### config.mk
export PLATFORM = sky130hd
export DESIGN_NAME = selective_repeat_sender_window_unit_flat
export DESIGN_NICKNAME = d
export VERILOG_FILES = /design/src/rtl/core/srsw_pkg.sv /design/src/rtl/core/srsw_if.sv /design/src/rtl/core/selective_repeat_sender_window_unit.sv /design/src/rtl/core/srsw_dp.sv /design/src/rtl/core/srsw_ctrl.sv /design/src/flat_wrapper.sv
export SDC_FILE = /design/constraint.sdc
export NUM_CORES = 1
export LEC_CHECK = 0
export BUFFER_PORTS_ARGS = -buffer_cell sky130_fd_sc_hd__clkbuf_2
export CORE_UTILIZATION = 45
export CTS_CLUSTER_DIAMETER = 30
export DETAILED_ROUTE_END_ITERATION = 12
export PLACE_DENSITY_LB_ADDON = 0.25
export SYNTH_ARGS = -nofsm -noshare
export SYNTH_HDL_FRONTEND = slang
export SYNTH_SLANG_ARGS = --single-unit
### constraint.sdc
create_clock -name clk -period 9.47 [get_ports clk]
set_input_delay 1.894 -clock clk [delete_from_list [all_inputs] [get_ports clk]]
set_output_delay 1.894 -clock clk [all_outputs]
set_load 0.02 [all_outputs]
### src/rtl/core/srsw_pkg.sv
package srsw_pkg;

	localparam int OP_W   = 2;
	localparam int PKT_W  = 16;
	localparam int KIND_W = 3;

	localparam logic [OP_W-1:0] OP_START   = 2'd0;
	localparam logic [OP_W-1:0] OP_ACK     = 2'd1;
	localparam logic [OP_W-1:0] OP_TIMEOUT = 2'd2;

	localparam logic [KIND_W-1:0] K_SEND     = 3'd0;
	localparam logic [KIND_W-1:0] K_INORDER  = 3'd1;
	localparam logic [KIND_W-1:0] K_OUTORDER = 3'd2;
	localparam logic [KIND_W-1:0] K_REJECT   = 3'd3;
	localparam logic [KIND_W-1:0] K_DONE     = 3'd4;

	typedef struct packed {
		logic              load;
		logic              apply_ack;
		logic              open;
		logic              open_zero;
		logic              step;
		logic              emit;
		logic [KIND_W-1:0] emit_kind;
		logic              emit_last;
		logic              set_active;
		logic              clr_active;
	} srsw_cmd_t;

	typedef struct packed {
		logic [OP_W-1:0]   opcode;
		logic              active;
		logic [KIND_W-1:0] ack_kind;
		logic              ack_complete;
		logic              base_done;
		logic              send_last;
		logic              out_free;
	} srsw_sts_t;

endpackage

### src/rtl/core/srsw_if.sv
interface srsw_req_if import srsw_pkg::*; ();
	logic             valid;
	logic             ready;
	logic [OP_W-1:0]  opcode;
	logic [PKT_W-1:0] ack_number;

	modport source (output valid, output opcode, output ack_number, input ready);
	modport sink (input valid, input opcode, input ack_number, output ready);
endinterface

interface srsw_rsp_if import srsw_pkg::*; ();
	logic              valid;
	logic              ready;
	logic [KIND_W-1:0] kind;
	logic [PKT_W-1:0]  packet_number;
	logic              last_of_run;

	modport source (output valid, output kind, output packet_number, output last_of_run,
		input ready);
	modport sink (input valid, input kind, input packet_number, input last_of_run,
		output ready);
endinterface

### src/rtl/core/selective_repeat_sender_window_unit.sv
// Sender-side window control for a selective-repeat transfer.
// Channels: req (opcode, ack_number) carries start, acknowledgement and
// timeout requests; rsp (kind, packet_number, last_of_run) carries the
// results, one per cycle while the receiver keeps up, with last_of_run on the final result of a request.
// cfg_we/cfg_wdata write the packet total; write it only while idle.
// Sequence: a request is taken in ST_IDLE and evaluated in the next cycle, in
// ST_EVAL. An acknowledgement gives its classification there once the result
// register is free; when it completes the window, ST_OPEN opens the next one,
// then ST_EMIT issues one send command per cycle while the result register is
// free. The controller takes one request at a time and the window is walked
// by one send counter.
// The result register lets the next request be taken while the last result
// waits. When the receiver stalls, the controller holds until the result
// register drains and no result is lost.
// Reset clears the window, the packet total and the transfer state; reset sets
// req.ready, so the block is ready for a request once reset is released.
module selective_repeat_sender_window_unit import srsw_pkg::*; #(
	parameter int WINDOW = 6
) (
	input  logic             clk,
	input  logic             arst_n,
	input  logic             cfg_we,
	input  logic [PKT_W-1:0] cfg_wdata,
	srsw_req_if.sink         req,
	srsw_rsp_if.source       rsp
);

	srsw_cmd_t cmd;
	srsw_sts_t sts;
	logic      ready;

	srsw_ctrl u_ctrl (
		.clk       (clk),
		.arst_n    (arst_n),
		.req_valid (req.valid),
		.req_ready (ready),
		.sts       (sts),
		.cmd       (cmd)
	);

	srsw_dp #(
		.WINDOW (WINDOW)
	) u_dp (
		.clk               (clk),
		.arst_n            (arst_n),
		.cfg_we            (cfg_we),
		.cfg_wdata         (cfg_wdata),
		.req_opcode        (req.opcode),
		.req_ack_number    (req.ack_number),
		.cmd               (cmd),
		.sts               (sts),
		.rsp_ready         (rsp.ready),
		.rsp_valid         (rsp.valid),
		.rsp_kind          (rsp.kind),
		.rsp_packet_number (rsp.packet_number),
		.rsp_last_of_run   (rsp.last_of_run)
	);

	assign req.ready = ready;

	a_busy_after_req: assert property (@(posedge clk) disable iff (!arst_n)
		req.valid && req.ready |=> !req.ready)
		else $error("request taken while a previous one is still in work");

	a_emit_needs_room: assert property (@(posedge clk) disable iff (!arst_n)
		cmd.emit |-> sts.out_free)
		else $error("result written over one not yet taken");

	a_done_goes_idle: assert property (@(posedge clk) disable iff (!arst_n)
		cmd.emit && cmd.emit_kind == K_DONE |=> !sts.active)
		else $error("transfer still active after completion");

endmodule

### src/rtl/core/srsw_dp.sv
module srsw_dp import srsw_pkg::*; #(
	parameter int WINDOW = 6
) (
	input  logic              clk,
	input  logic              arst_n,
	input  logic              cfg_we,
	input  logic [PKT_W-1:0]  cfg_wdata,
	input  logic [OP_W-1:0]   req_opcode,
	input  logic [PKT_W-1:0]  req_ack_number,
	input  srsw_cmd_t         cmd,
	output srsw_sts_t         sts,
	input  logic              rsp_ready,
	output logic              rsp_valid,
	output logic [KIND_W-1:0] rsp_kind,
	output logic [PKT_W-1:0]  rsp_packet_number,
	output logic              rsp_last_of_run
);

	localparam int IDXW = (WINDOW > 1) ? $clog2(WINDOW) : 1;
	localparam int CW   = $clog2(WINDOW + 1);
	localparam int EW   = PKT_W + 1;

	logic [PKT_W-1:0]  total_q;
	logic [PKT_W-1:0]  base_q;
	logic [PKT_W-1:0]  exp_q;
	logic [WINDOW-1:0] map_q;
	logic [CW-1:0]     cnt_q;
	logic              active_q;
	logic [OP_W-1:0]   op_q;
	logic [PKT_W-1:0]  ack_q;
	logic [PKT_W-1:0]  pkt_q;
	logic              valid_q;
	logic [KIND_W-1:0] kind_q;
	logic [PKT_W-1:0]  out_pkt_q;
	logic              last_q;

	logic [EW-1:0]     base_x;
	logic [EW-1:0]     exp_x;
	logic [EW-1:0]     ack_x;
	logic [EW-1:0]     sum_x;
	logic [EW-1:0]     total_x;
	logic [EW-1:0]     end_x;
	logic [EW-1:0]     span_x;
	logic [EW-1:0]     cand_x;
	logic              in_order;
	logic              out_order;
	logic [IDXW-1:0]   idx;
	logic [WINDOW-1:0] bit_sel;
	logic              dup;
	logic              marked;
	logic [WINDOW-1:0] map_new;
	logic [CW-1:0]     cnt_new;
	logic [CW-1:0]     ffz;
	logic [PKT_W-1:0]  exp_nxt;
	logic [PKT_W-1:0]  open_val;
	logic [PKT_W-1:0]  emit_pkt;

	assign base_x  = {1'b0, base_q};
	assign exp_x   = {1'b0, exp_q};
	assign ack_x   = {1'b0, ack_q};
	assign total_x = {1'b0, total_q};
	assign sum_x   = base_x + EW'(WINDOW);
	assign end_x   = (sum_x < total_x) ? sum_x : total_x;
	assign span_x  = end_x - base_x;

	assign in_order  = active_q && (ack_q == exp_q) && (exp_x < end_x);
	assign out_order = active_q && !in_order && (ack_x > exp_x) && (ack_x < end_x);
	assign idx       = IDXW'(ack_q - base_q);
	assign bit_sel   = WINDOW'(1) << idx;
	assign dup       = (map_q & bit_sel) != '0;
	assign marked    = in_order || (out_order && !dup);
	assign map_new   = marked ? (map_q | bit_sel) : map_q;
	assign cnt_new   = cnt_q + CW'(marked);

	always_comb begin
		ffz = CW'(WINDOW);
		for (int i = WINDOW - 1; i >= 0; i--) begin
			if (!map_new[i]) begin
				ffz = CW'(i);
			end
		end
	end

	assign cand_x  = base_x + EW'(ffz);
	assign exp_nxt = (cand_x < end_x) ? cand_x[PKT_W-1:0] : end_x[PKT_W-1:0];

	assign open_val = cmd.open_zero ? '0 : exp_q;

	always_comb begin
		priority if (cmd.emit_kind == K_SEND) begin
			emit_pkt = pkt_q;
		end else if (cmd.emit_kind == K_DONE) begin
			emit_pkt = '0;
		end else begin
			emit_pkt = ack_q;
		end
	end

	always_comb begin
		sts.opcode       = op_q;
		sts.active       = active_q;
		sts.ack_kind     = in_order ? K_INORDER : (out_order ? K_OUTORDER : K_REJECT);
		sts.ack_complete = marked && (end_x > base_x) && ({{(EW-CW){1'b0}}, cnt_new} >= span_x);
		sts.base_done    = base_q >= total_q;
		sts.send_last    = ({1'b0, pkt_q} + EW'(1)) >= end_x;
		sts.out_free     = !valid_q || rsp_ready;
	end

	always_ff @(posedge clk or negedge arst_n) begin
		if (!arst_n) begin
			total_q  <= '0;
			base_q   <= '0;
			exp_q    <= '0;
			map_q    <= '0;
			cnt_q    <= '0;
			active_q <= 1'b0;
			valid_q  <= 1'b0;
		end else begin
			if (cfg_we) begin
				total_q <= cfg_wdata;
			end
			if (cmd.set_active) begin
				active_q <= 1'b1;
			end else if (cmd.clr_active) begin
				active_q <= 1'b0;
			end
			if (cmd.apply_ack) begin
				map_q <= map_new;
				cnt_q <= cnt_new;
				if (in_order) begin
					exp_q <= exp_nxt;
				end
			end else if (cmd.open) begin
				base_q <= open_val;
				exp_q  <= open_val;
				map_q  <= '0;
				cnt_q  <= '0;
			end
			if (cmd.emit) begin
				valid_q <= 1'b1;
			end else if (rsp_ready) begin
				valid_q <= 1'b0;
			end
		end
	end

	always_ff @(posedge clk) begin
		if (cmd.load) begin
			op_q  <= req_opcode;
			ack_q <= req_ack_number;
		end
		if (cmd.open) begin
			pkt_q <= open_val;
		end else if (cmd.step) begin
			pkt_q <= pkt_q + PKT_W'(1);
		end
		if (cmd.emit) begin
			kind_q    <= cmd.emit_kind;
			out_pkt_q <= emit_pkt;
			last_q    <= cmd.emit_last;
		end
	end

	assign rsp_valid         = valid_q;
	assign rsp_kind          = kind_q;
	assign rsp_packet_number = out_pkt_q;
	assign rsp_last_of_run   = last_q;

endmodule

### src/rtl/core/srsw_ctrl.sv
module srsw_ctrl import srsw_pkg::*; (
	input  logic      clk,
	input  logic      arst_n,
	input  logic      req_valid,
	output logic      req_ready,
	input  srsw_sts_t sts,
	output srsw_cmd_t cmd
);

	typedef enum logic [1:0] {
		ST_IDLE,
		ST_EVAL,
		ST_OPEN,
		ST_EMIT
	} state_t;

	state_t state_q;
	state_t state_d;
	logic   rdy_q;

	always_comb begin
		cmd     = '0;
		state_d = state_q;
		unique case (state_q)
			ST_IDLE: begin
				cmd.load = req_valid;
				if (req_valid) begin
					state_d = ST_EVAL;
				end
			end
			ST_EVAL: begin
				unique case (sts.opcode)
					OP_START: begin
						cmd.set_active = 1'b1;
						cmd.open       = 1'b1;
						cmd.open_zero  = 1'b1;
						state_d        = ST_EMIT;
					end
					OP_ACK: begin
						if (sts.out_free) begin
							cmd.emit      = 1'b1;
							cmd.emit_kind = sts.ack_kind;
							cmd.emit_last = !sts.ack_complete;
							cmd.apply_ack = 1'b1;
							state_d       = sts.ack_complete ? ST_OPEN : ST_IDLE;
						end
					end
					OP_TIMEOUT: begin
						if (sts.active) begin
							cmd.open = 1'b1;
							state_d  = ST_EMIT;
						end else begin
							state_d = ST_IDLE;
						end
					end
					default: begin
						state_d = ST_IDLE;
					end
				endcase
			end
			ST_OPEN: begin
				cmd.open = 1'b1;
				state_d  = ST_EMIT;
			end
			ST_EMIT: begin
				if (sts.out_free) begin
					cmd.emit = 1'b1;
					if (sts.base_done) begin
						cmd.emit_kind  = K_DONE;
						cmd.emit_last  = 1'b1;
						cmd.clr_active = 1'b1;
						state_d        = ST_IDLE;
					end else begin
						cmd.emit_kind = K_SEND;
						cmd.emit_last = sts.send_last;
						cmd.step      = 1'b1;
						if (sts.send_last) begin
							state_d = ST_IDLE;
						end
					end
				end
			end
			default: begin
				state_d = ST_IDLE;
			end
		endcase
	end

	always_ff @(posedge clk or negedge arst_n) begin
		if (!arst_n) begin
			state_q <= ST_IDLE;
			rdy_q   <= 1'b1;
		end else begin
			state_q <= state_d;
			rdy_q   <= state_d == ST_IDLE;
		end
	end

	assign req_ready = rdy_q;

endmodule
### src/flat_wrapper.sv
// flat-port wrapper written by rule: the top's interface ports become plain ports
module selective_repeat_sender_window_unit_flat import srsw_pkg::*;
#(
	parameter int WINDOW = 6
)
  (clk, arst_n, cfg_we, cfg_wdata, req_valid, req_opcode, req_ack_number, req_ready, rsp_valid, rsp_kind, rsp_packet_number, rsp_last_of_run, rsp_ready);
  srsw_req_if req_i ();
  srsw_rsp_if rsp_i ();
  input  logic clk;
  input  logic arst_n;
  input  logic cfg_we;
  input  logic [PKT_W-1:0] cfg_wdata;
  input wire logic [$bits(req_i.valid)-1:0] req_valid;
  input wire logic [$bits(req_i.opcode)-1:0] req_opcode;
  input wire logic [$bits(req_i.ack_number)-1:0] req_ack_number;
  output wire logic [$bits(req_i.ready)-1:0] req_ready;
  output wire logic [$bits(rsp_i.valid)-1:0] rsp_valid;
  output wire logic [$bits(rsp_i.kind)-1:0] rsp_kind;
  output wire logic [$bits(rsp_i.packet_number)-1:0] rsp_packet_number;
  output wire logic [$bits(rsp_i.last_of_run)-1:0] rsp_last_of_run;
  input wire logic [$bits(rsp_i.ready)-1:0] rsp_ready;
  assign req_i.valid = req_valid;
  assign req_i.opcode = req_opcode;
  assign req_i.ack_number = req_ack_number;
  assign req_ready = req_i.ready;
  assign rsp_valid = rsp_i.valid;
  assign rsp_kind = rsp_i.kind;
  assign rsp_packet_number = rsp_i.packet_number;
  assign rsp_last_of_run = rsp_i.last_of_run;
  assign rsp_i.ready = rsp_ready;
  selective_repeat_sender_window_unit #(.WINDOW(WINDOW)) u_core (.clk(clk), .arst_n(arst_n), .cfg_we(cfg_we), .cfg_wdata(cfg_wdata), .req(req_i), .rsp(rsp_i));
endmodule
==> impl_metrics.yaml <==
global_route:
  grt_max_degree: 63
  gr-total-overflow: 0
  grt_pass1_wl_um: 42500
  first_global_vias: 7878
  grt_use_total: 0.252
  antenna_found_initial: 0
sta:
  fin_crit_sh: 0.943
  finalCriticalPeriod_ps: 8930
  worst_pin_slew_ps: 1180
  hold-worst-slack_ps: 514
  clock_skew_ps: 9.38
  setup_viol: 0
  hold_viol_final: 0
  max_freq_mhz: 112
  slew_violations: 0
  slew_headroom: 0.209
yosys:
  synth-main-ff-cell: "dfrtp_1"
  synth_edf_count: 54
  synthDistinctLibCells: 84
  yosysSeqAreaShare: 0.324
  synth-async-reset-ratio: 0.534
  netlist_area_um2: 9790
  synth.avg_cell_area_um2: 8.92
  yosysWarningCount: 0
  ys_ff_latch: 116
  syn_inst: 1097
floorplan:
  start_util: 0.463
  die_area_um2: 22300
  io_pins: 61
  fp.dieH_um: 149
  die_x_um: 149
  coreArea_um2: 21200
  num_rows: 53
layout:
  fillCellCount: 1951
  most-common-layout-cells: "163 x nand2_1, 139 x ha_1, 95 x o21ai_0"
  layout.nets: 1371
  antenna_cells: 0
  final_util: 0.531
  multi_input_area_um2: 6170
  syn2layout_area_growth_pct: 14.7
  drive_above_1_share: 0.150
  seq_area_um2: 3180
  final_common_cell: "nand2_1"
clocking:
  cts-root-buf: "clkbuf_16"
  clk_pin_slew_ps: 60
  cts_tree: "built"
  cts_sinks: 116
  cts_hold_buf: 0
  insertion_delay_ps: 430
  h-tree-depth: 4
  cts_buffers: 17
  clockBufferDepth: 2
power_and_ir_drop:
  netSwitchingPower_w: 0.000757
  peakVddDrop_mv: 0.0939
  leakage_nw: 5.05
  powerDensity_nw_per_um2: 179
  combPwrFrac: 0.321
  power.share.sequential: 0.382
  p_clk_frac: 0.297
  intPower_w: 0.00125
  swShare: 0.378
status:
  status: "completed"
placement:
  gp_congestion: 0.911
  port_buffers: 60
  place_hpwl_um: 21700
worst_setup_path:
  arrival_ps: 9220
  crit_path_end_kind: "register"
  start_kind: "register"
  path_max_fanout: 24
  slowest_delay_ps: 480
  slowest_stage: "fa_1"
  worst_path_most_repeated_cell: "ha_1"
  path_class: "reg2reg"
  required_ps: 9760
route:
  drt_iter0_drc: 619
  first_pass_iters: 5
  wl_um: 27600
  detail-route-antenna-nets: 0
  route.detailed.drc: 0
  avgViaCountPerCell: 5.73
  drt-wirelength-per-cell_um: 18.6
  vias: 8474
flow_run:
  max_cap_viol_count: 0
worst_hold_path:
  hold_path_class: "reg2reg"
-- flip-flops by register name (all words and copies together) (netlist names), 2 cells and up --
name / count
u_core.u_dp.rsp_packet_number: 16
u_core.u_dp.ack_q: 16
u_core.u_dp.base_q: 16
u_core.u_dp.op_q: 2
u_core.u_dp.rsp_kind: 3
u_core.u_ctrl.state_q: 2
u_core.u_dp.exp_q: 16
u_core.u_dp.cnt_q: 3
u_core.u_dp.pkt_q: 16
u_core.u_dp.map_q: 6
u_core.u_dp.total_q: 16
-- kinds of logic after synthesis --
group	count (synthesis)	share of synthesized area
and+or+nand+nor	359	0.173
AOI/OAI and AO/OA	271	0.180
adders and majority gates	142	0.184
buffers and inverters	120	0.0529
DFF	116	0.324
xor gates and xnor gates	48	0.0430
muxes	40	0.0424
other	1	0.000383
-- power by group through the flow --
stage / logic, W / clock network, W / registers [W]
5_1_grt: 0.000727 / 0.000623 / 0.000778
3_3_place_gp: 0.000620 / 0 / 0.000772
6_report: 0.000643 / 0.000594 / 0.000766
3_5_place_dp: 0.000632 / 0 / 0.000774
4_1_cts: 0.000638 / 0.000601 / 0.000765
2_1_floorplan: 0.000422 / 0 / 0.000784
-- worst paths after layout --
| kind | from | end | slack (ps) | depth (start not counted) |
|---|---|---|---|---|
| worst max-delay path | u_core.u_dp.base_q[1] | u_core.u_dp.exp_q[9] | 540 | 42 |
| worst min-delay path | u_core.u_dp.cnt_q[2] | u_core.u_dp.cnt_q[2] | 510 | 1 |
| worst max register to register | u_core.u_dp.base_q[1] | u_core.u_dp.exp_q[9] | 540 | 42 |
| worst min register to register | u_core.u_dp.cnt_q[2] | u_core.u_dp.cnt_q[2] | 510 | 1 |
| max in group asynchronous | arst_n | u_core.u_dp.base_q[7] | 7210 | 2 |
| min in group asynchronous | arst_n | u_core.u_dp.map_q[5] | 1660 | 2 |
-- worst max-delay path, delay by kind of cell, from the launching register on --
kind | cells | cell delay (ps)
compound gates | 16 | 3610
fa+ha+maj | 6 | 1910
buf+inv | 6 | 930
simple gates | 10 | 1190
flops | 1 | 350
mux | 2 | 300
xor+xnor | 2 | 470
-- layer usage --
metal	GRT usage	vias to the layer above	share of wire
li1	-	4157	-
met5	0	-	0
met2	0.426	243	0.49
met3	0.0290	41	0.039
met1	0.332	4033	0.45
met4	0.0857	0	0.022
-- synthesized netlist by cell type (5+ instances only) --
cell type	n	area [um^2]
a211oi_1	7	52.6
o21ai_0	98	490
nor2b_1	11	68.8
xnor2_1	38	333
ha_1	139	1740
nor2_1	62	233
and2_1	7	43.8
a211o_1	6	52.6
xor2_1	10	87.6
and3_1	10	62.6
nand4_1	22	138
a21oi_1	61	305
inv_1	84	315
or3_1	6	37.5
a31oi_1	6	37.5
o21a_1	9	67.6
o22ai_1	5	31.3
nor3_1	15	75.1
o21bai_1	6	45.0
edfxtp_1	54	1620
o31ai_1	6	45.0
a21o_1	15	113
dfrtp_1	61	1530
clkbuf_1	26	97.6
mux2i_1	37	370
nand2_1	163	612
nand3_1	33	165
nand2b_1	6	37.5
-- repair_timing --
action / 4_1_cts / 5_1_grt
setup buffers: 0 / 4
endpoints found under the setup margin: 0 / 16
resized for setup: 0 / 17
-- layout make-up --
cell class	count	share of cell area
Multi-Input combinational cell	862	0.549
Sequential cell	116	0.283
Timing Repair Buffer	108	0.0611
Clock buffer	17	0.0379
Tap cell	275	0.0306
Inverter	85	0.0284
Clock inverter	15	0.00970
-- per-stage QoR --
stage                     worst slack [ps]  cell area, um^2  instances  total power, W  setup TNS [ps]
after floorplan                        948             9790       1098         0.00121               0
after global placement                 202            10600       1442         0.00139               0
after detailed placement              92.0            10600       1442         0.00141               0
after CTS                             18.7            11100       1474         0.00200               0
after global routing                 -24.5            11200       1478         0.00213           -28.1
final                                  537            11200       1478         0.00200               0
Note: power is estimated with default switching activity, not from simulation.
